File: src/rtl/core/lbg_pkg.sv
package lbg_pkg;

    // Field widths
    localparam int Z_W      = 20;
    localparam int H_W      = 16;
    localparam int TOP_W    = 21;
    localparam int IDX_W    = 8;
    localparam int SCALE_W  = 17;
    localparam int OBJ_W    = 20;

    // Derived arithmetic widths
    localparam int ZP_W     = Z_W + SCALE_W;    // z * z_scale
    localparam int PB_W     = TOP_W + 2;        // 2*top + height terms
    localparam int PW_W     = PB_W + 15;        // probe in z * z_scale units
    localparam int NUM_W    = PW_W;             // |probe - z1| magnitude
    localparam int DEN_W    = ZP_W;             // |z2 - z1| magnitude
    localparam int HALF_W   = NUM_W / 2;        // multiplier slice of the numerator
    localparam int PROD_W   = H_W + NUM_W;      // product and quotient
    localparam int DCNT_W   = $clog2(PROD_W);

    // Configuration port
    localparam int CFG_IDX_W  = 3;
    localparam int CFG_DATA_W = 20;

    typedef enum logic [CFG_IDX_W-1:0] {
        CFG_MIN_HEIGHT    = 3'd0,
        CFG_FIRST_FIXED   = 3'd1,
        CFG_FIRST_HEIGHT  = 3'd2,
        CFG_OBJECT_HEIGHT = 3'd3,
        CFG_Z_SCALE       = 3'd4
    } cfg_idx_t;

    // Register reset values
    localparam logic [H_W-1:0]     RST_MIN_HEIGHT    = 16'd50;
    localparam logic               RST_FIRST_FIXED   = 1'b1;
    localparam logic [H_W-1:0]     RST_FIRST_HEIGHT  = 16'd200;
    localparam logic [OBJ_W-1:0]   RST_OBJECT_HEIGHT = 20'd0;
    localparam logic [SCALE_W-1:0] RST_Z_SCALE       = 17'd65536;

    localparam int DEFAULT_PROFILE_DEPTH = 256;

    // Datapath commands
    typedef enum logic [3:0] {
        OP_NOP,
        OP_LOAD,
        OP_FIN,
        OP_FIRST,
        OP_START,
        OP_HEIGHT_MIN,
        OP_RD_NEXT,
        OP_CAP_NEXT,
        OP_ADVANCE,
        OP_KEEP_NEXT,
        OP_RD_SEG,
        OP_CAP_SEG,
        OP_HEIGHT_H1,
        OP_PREP,
        OP_MUL_LO,
        OP_MUL_HI
    } op_t;

    // Further commands
    typedef struct packed {
        op_t  op;
        logic div_step;
        logic sat;
        logic final_step;
        logic emit;
    } cmd_t;

    typedef struct packed {
        logic done;
        logic first_emitted;
        logic first_fixed;
        logic stop_probe;
        logic count_zero;
        logic next_avail;
        logic probe_ge;
        logic flat;
        logic div_last;
        logic out_free;
    } status_t;

endpackage

File: src/rtl/core/lbg_ctrl.sv
module lbg_ctrl import lbg_pkg::*; (
    input  logic    clk,
    input  logic    rst_n,
    input  logic    req_valid,
    input  logic    req_action,
    output logic    req_ready,
    input  status_t st,
    output cmd_t    cmd
);

    typedef enum logic [3:0] {
        S_IDLE,
        S_TEST,
        S_ADV_RD,
        S_ADV_CAP,
        S_ADV_CMP,
        S_SEG_RD,
        S_SEG_CAP,
        S_CHECK,
        S_MUL_LO,
        S_MUL_HI,
        S_DIV,
        S_SAT,
        S_FINAL,
        S_EMIT
    } state_t;

    state_t state_reg, state_next;

    assign req_ready = (state_reg == S_IDLE);

    // Next state and command decode
    always_comb
    begin
        state_next = state_reg;
        cmd        = '{op: OP_NOP, default: 1'b0};
        unique case (state_reg)
            S_IDLE:
            begin
                if (req_valid)
                begin
                    if (!req_action)
                    begin
                        cmd.op = OP_LOAD;
                    end
                    else if (st.done)
                    begin
                        cmd.op     = OP_FIN;
                        state_next = S_EMIT;
                    end
                    else if (!st.first_emitted && st.first_fixed)
                    begin
                        cmd.op     = OP_FIRST;
                        state_next = S_EMIT;
                    end
                    else
                    begin
                        cmd.op     = OP_START;
                        state_next = S_TEST;
                    end
                end
            end
            S_TEST:
            begin
                if (st.stop_probe)
                begin
                    cmd.op     = OP_FIN;
                    state_next = S_EMIT;
                end
                else if (st.count_zero)
                begin
                    cmd.op     = OP_HEIGHT_MIN;
                    state_next = S_FINAL;
                end
                else
                begin
                    state_next = S_ADV_RD;
                end
            end
            S_ADV_RD:
            begin
                if (st.next_avail)
                begin
                    cmd.op     = OP_RD_NEXT;
                    state_next = S_ADV_CAP;
                end
                else
                begin
                    state_next = S_SEG_RD;
                end
            end
            S_ADV_CAP:
            begin
                cmd.op     = OP_CAP_NEXT;
                state_next = S_ADV_CMP;
            end
            S_ADV_CMP:
            begin
                if (st.probe_ge)
                begin
                    cmd.op     = OP_ADVANCE;
                    state_next = S_ADV_RD;
                end
                else
                begin
                    cmd.op     = OP_KEEP_NEXT;
                    state_next = S_SEG_RD;
                end
            end
            S_SEG_RD:
            begin
                cmd.op     = OP_RD_SEG;
                state_next = S_SEG_CAP;
            end
            S_SEG_CAP:
            begin
                cmd.op     = OP_CAP_SEG;
                state_next = S_CHECK;
            end
            S_CHECK:
            begin
                if (st.flat)
                begin
                    cmd.op     = OP_HEIGHT_H1;
                    state_next = S_FINAL;
                end
                else
                begin
                    cmd.op     = OP_PREP;
                    state_next = S_MUL_LO;
                end
            end
            S_MUL_LO:
            begin
                cmd.op     = OP_MUL_LO;
                state_next = S_MUL_HI;
            end
            S_MUL_HI:
            begin
                cmd.op     = OP_MUL_HI;
                state_next = S_DIV;
            end
            S_DIV:
            begin
                cmd.div_step = 1'b1;
                if (st.div_last)
                begin
                    state_next = S_SAT;
                end
            end
            S_SAT:
            begin
                cmd.sat    = 1'b1;
                state_next = S_FINAL;
            end
            S_FINAL:
            begin
                cmd.final_step = 1'b1;
                state_next     = S_EMIT;
            end
            S_EMIT:
            begin
                if (st.out_free)
                begin
                    cmd.emit   = 1'b1;
                    state_next = S_IDLE;
                end
            end
            default:
            begin
                state_next = S_IDLE;
            end
        endcase
    end

    // State register
    always_ff @(posedge clk or negedge rst_n)
    begin
        if (!rst_n)
        begin
            state_reg <= S_IDLE;
        end
        else
        begin
            state_reg <= state_next;
        end
    end

endmodule

File: config.mk
export PLATFORM = sky130hd
export DESIGN_NAME = lbg_ctrl
export DESIGN_NICKNAME = d
export VERILOG_FILES = /design/src/rtl/core/lbg_pkg.sv /design/src/rtl/core/lbg_ctrl.sv
export SDC_FILE = /design/constraint.sdc
export NUM_CORES = 1
export LEC_CHECK = 0
export BUFFER_PORTS_ARGS = -buffer_cell sky130_fd_sc_hd__buf_2
export CORE_UTILIZATION = 33
export DETAILED_ROUTE_END_ITERATION = 10
export SYNTH_ARGS = -nofsm -noshare
export SYNTH_HDL_FRONTEND = slang
export SYNTH_SLANG_ARGS = --single-unit
File: constraint.sdc
create_clock -name clk -period 1.4 [get_ports clk]
set_input_delay 0.28 -clock clk [delete_from_list [all_inputs] [get_ports clk]]
set_output_delay 0.28 -clock clk [all_outputs]
set_load 0.02 [all_outputs]
# Word level (Yosys, flattened, before mapping)
# Cells that the tools add are included.
# totals
reg_bits,4
latchBits,0
output_inout_bits,9
n_memories,0
ram_bits,0
in_bits,14
mem_bits_ro,0
word_cells,49
# op_classes
n_mul,0
n_bitwise,0
shifts,0
n_addsub,0
reduce_logical,4
n_eq_ne,17
n_div,0
n_mux,27
magnitude_cmp,0
# ops
op,count
4-bit case mux with 14 select lines,1
4-bit case mux with 10 select lines,1
4-bit 2-to-1 mux,8
3-bit 2-to-1 mux,10
4-bit equality test (second input constant),6
4-bit by 3-bit equality test with 1-bit output (second input constant),4
4-bit by 2-bit equality test with 1-bit output (second input constant),2
2-bit inequality test (second input constant),4
1-bit 2-to-1 mux,7
4-bit by 1-bit equality test with 1-bit output (second input constant),1
4-bit zero test,1
4-bit AND reduction,1
1-bit logical AND,1
1-bit zero test,1

# Longest topological paths before layout
# logic_depth
depth_word,7
ltp_mapped,6
ltp_nobuf,4

# Worst setup path before layout
# No wires, ideal clock.
# synth_timing
path_kind,register -> output
start,reg state_reg[3]
end,out cmd[6] in the netlist's numbering
required_time_ps,1120
slack_ps,-559
arrival_time_ps,1679
path_stages_with_launch,5
cell_sequence,dfrtp_1 -> buf_4 -> nor4_4 -> nand3_1 -> o311ai_1
# synth_lines
element,line,rtl
from (decl),lbg_ctrl.sv:28,"state_t state_reg, state_next;"
from (signal assigned),lbg_ctrl.sv:185,state_reg <= state_next;
to (decl),lbg_ctrl.sv:8,output cmd_t cmd

==> results.md <==
* Outcome: finished with violations
* Failing checks: setup timing
* Worst-margin pin slew at around 0.38 ns
* DRT iter0 DRCs at 20
* Internal at around 1.7 mW
* CTS buffer count at 3
* # DRC at 0
* Leak Pwr at approximately 0.55 nW
* Top_reg_cell synth: dfrtp_1
* Commonest non-fill, non-tap cell in the layout: buf_4
* Vias in the first global route at approximately 760
* Final Cycle Share at 133%
* Drt wl/cell at 15.1 um
* Gr ovfl total at 0
* Critical path class: reg -> out
* Worst r2r src: state_reg[3]
* Overall power at a little over 3 mW
* Slew Viols, Final at 0
* Placed Cells at approximately 150
* CP Capture Type: output port
* Setup_tns at -3.46 ns
* Slack of the critical path at -0.466 ns
* Root Driver: clkbuf_4
* Critical Path RT at 1.12 ns
* Post-synth EDFFs at 0
* Final Skew at roughly 0.012 ns
* Synth Register Bits at 4
* I/O pins at 23
* Crit Path Max Fanout at 2
* Fin crit period at roughly 1.9 ns
* Final setup violation count at 12
* NetSw at 1.43 mW
* Maxcap violations at 0
* Fill count at roughly 130
* Sequential-to-total area share from yosys stat at around 16%
* CP delay by family, top: simple AND/OR/NAND/NOR gates
* Mean post-synth cell area at around 6.8 um^2
* Gate Count Post-Synth at 91
* RSZ-0062 raised after global routing: true
* Row cnt at 15
* Tot GR Track Use at 22.3%
* Max incr delay on CP at 0.42 ns
* # port buffers at 22
* Hold Path Depth at 2
* Commonest non-fill, non-tap cells in the layout: buf_4 (25), buf_6 (14), buf_2 (13)
* Pwr dens at roughly 2500 nW/um^2
* Worst path cell trace: nor4_4, nand3_2, a2bb2oi_2, o21ai_2, buf_6
* First-pass GRT wire length at about 3300 um
* Worst EP arrival at roughly 1.6 ns
* Netlist cell types at 32
* Final WL at 2510 um
* Die ar. at 2050 um^2
* Max-slew headroom at 74.4%
* Antenna cells at 0
* Initial Util at between 30% and 40%
* R2R Setup Slk at -0.18 ns
* Slowest stage cell, crit path: dfrtp_1
* Worst-path clk slew at 0.04 ns
* Reg2Reg Capture Point: state_reg[1]
* Max clock buf depth at 2
* Register share of total power at 10.0%
* Largest register FFs at 4
* Area of the multi-input gates at 612 um^2
* Routability cong. at around 0.82
* Clock latency on the worst-skew pair at 0.25 ns
* Synth warn at 0
* Synthesized area at ~620 um^2
* Clock Power Share at about 5%
* Synth Net Count at around 110
* Fmax at 536 MHz
* H-tree levels at 1
* Hold path startpoint: st[0]
* DRT Pass-1 Iters at 4
* Clock sink count at 4
* Initial antenna violation count at 0
* Fraction of layout cells with a size suffix above 1 at roughly 65%
* Die Height at about 45 um
* Area Overhead vs Synth at 98.0%
* Via count at 892
* Layout net count at ~160
* Buffers and inverters on the worst path at 1
* Worst setup SP type: flop
* Pre-CTS WS at -0.262 ns
* Register area at just over 100 um^2
* Dpl hpwl at between 1000 and 1500 um
* Tightest Hold Check Type: in -> reg
* Worst VDD drop at around 1.4 mV
* Switching share of power at a little under half
* Largest net degree at the start of global routing at 22
* Die width at roughly 45 um
* Vias per inst at ~5.4
* Hold Fails Final Rpt at 0
* Placeable Area at 1750 um^2
* Antenna viol nets, final at 0
* Post-layout util at 70.1%
* Post-synthesis async set-or-reset flop share at 100%
* Comb power frac at between 80% and 90%
* Worst Hold Path EP: state_reg[0]
* Non-filler instance count after layout at roughly 170
* Worst reg2reg path depth at 5
* CTS tree: yes
[kinds of logic (layout without fill, tap and decap cells)]
| family | count (synthesis) | after routing | share of synthesized area, % |
|---|---|---|---|
| buffers and inverters | 10 | 60 | 9.31 |
| and+or+nand+nor | 44 | 44 | 39.3 |
| AOI/OAI and AO/OA | 33 | 33 | 35.2 |
| DFF | 4 | 4 | 16.2 |
[metal layers]
metal	track usage [%]	up-vias	share of wire (%)
met5	0	-	0
met4	9.09	0	3.5
met3	3.60	12	5.0
met2	39.4	39	54
met1	26.5	409	38
li1	-	432	-
[power by group through the flow]
stage | combinational, mW | sequential, mW | clock [mW]
floorplan | 1.20 | 0.242 | 0
global placement | 1.75 | 0.296 | 0
detailed placement | 1.75 | 0.290 | 0
CTS | 2.19 | 0.301 | 0.158
global route | 2.83 | 0.311 | 0.171
finish | 2.64 | 0.310 | 0.157
[cell type report]
type,count,area share [%]
repair buffers,54,36.0
inverters,3,1.12
flip-flops and latches,4,8.49
clock buffers,3,1.84
multi-input cells,77,50.0
well taps,25,2.56
[how the worst max path moves through the flow]
stage,cells past startpoint,slack (ns),startpoint,to
final,5,-0.47,state_reg[0],cmd[5]
after detailed placement,6,-0.26,state_reg[1],cmd[6]
after global placement,6,-0.25,state_reg[3],cmd[6]
after CTS,5,-0.45,state_reg[0],cmd[5]
after floorplan,4,-0.36,state_reg[0],cmd[5]
after global routing,5,-0.54,state_reg[3],cmd[5]
[stage by stage]
stage	instance area [um^2]	hold slack (ns)
after floorplan	654	-0.0156
after global placement	922	0.0920
after detailed placement	922	0.0915
after CTS	1100	0.264
after global routing	1220	0.308
final	1220	0.284
[cell usage after synthesis (2+ instances only)]
cell type | instances | area (um^2)
o21ai_1 | 2 | 10.0
nand3_1 | 5 | 25.0
a21oi_1 | 2 | 10.0
inv_1 | 3 | 11.3
buf_2 | 4 | 20.0
buf_4 | 2 | 15.0
nand2b_1 | 3 | 18.8
o21ai_0 | 12 | 60.1
o311ai_1 | 2 | 17.5
a2bb2oi_1 | 3 | 26.3
nor3_1 | 3 | 15.0
a31oi_1 | 2 | 12.5
nor2_1 | 8 | 30.0
o21a_1 | 2 | 15.0
nand2_1 | 8 | 30.0
nor2b_1 | 8 | 50.1
and2_1 | 4 | 25.0
dfrtp_1 | 4 | 100
[worst register-to-register path, cell delays in order, from the launching register on]
cell	delay (ns)
dfrtp_2	0.45
buf_4	0.16
buf_4	0.15
and2_4	0.17
or4_1	0.49
o21ai_1	0.09
[what timing repair did]
item	CTS	global route
setup endpoints to repair	12	13
hold buffers	1	0
resized for setup	37	29
hold endpoints to repair	4	0
setup buffers	6	5
pin swaps	7	11
Power figures use the tool's default switching activity.
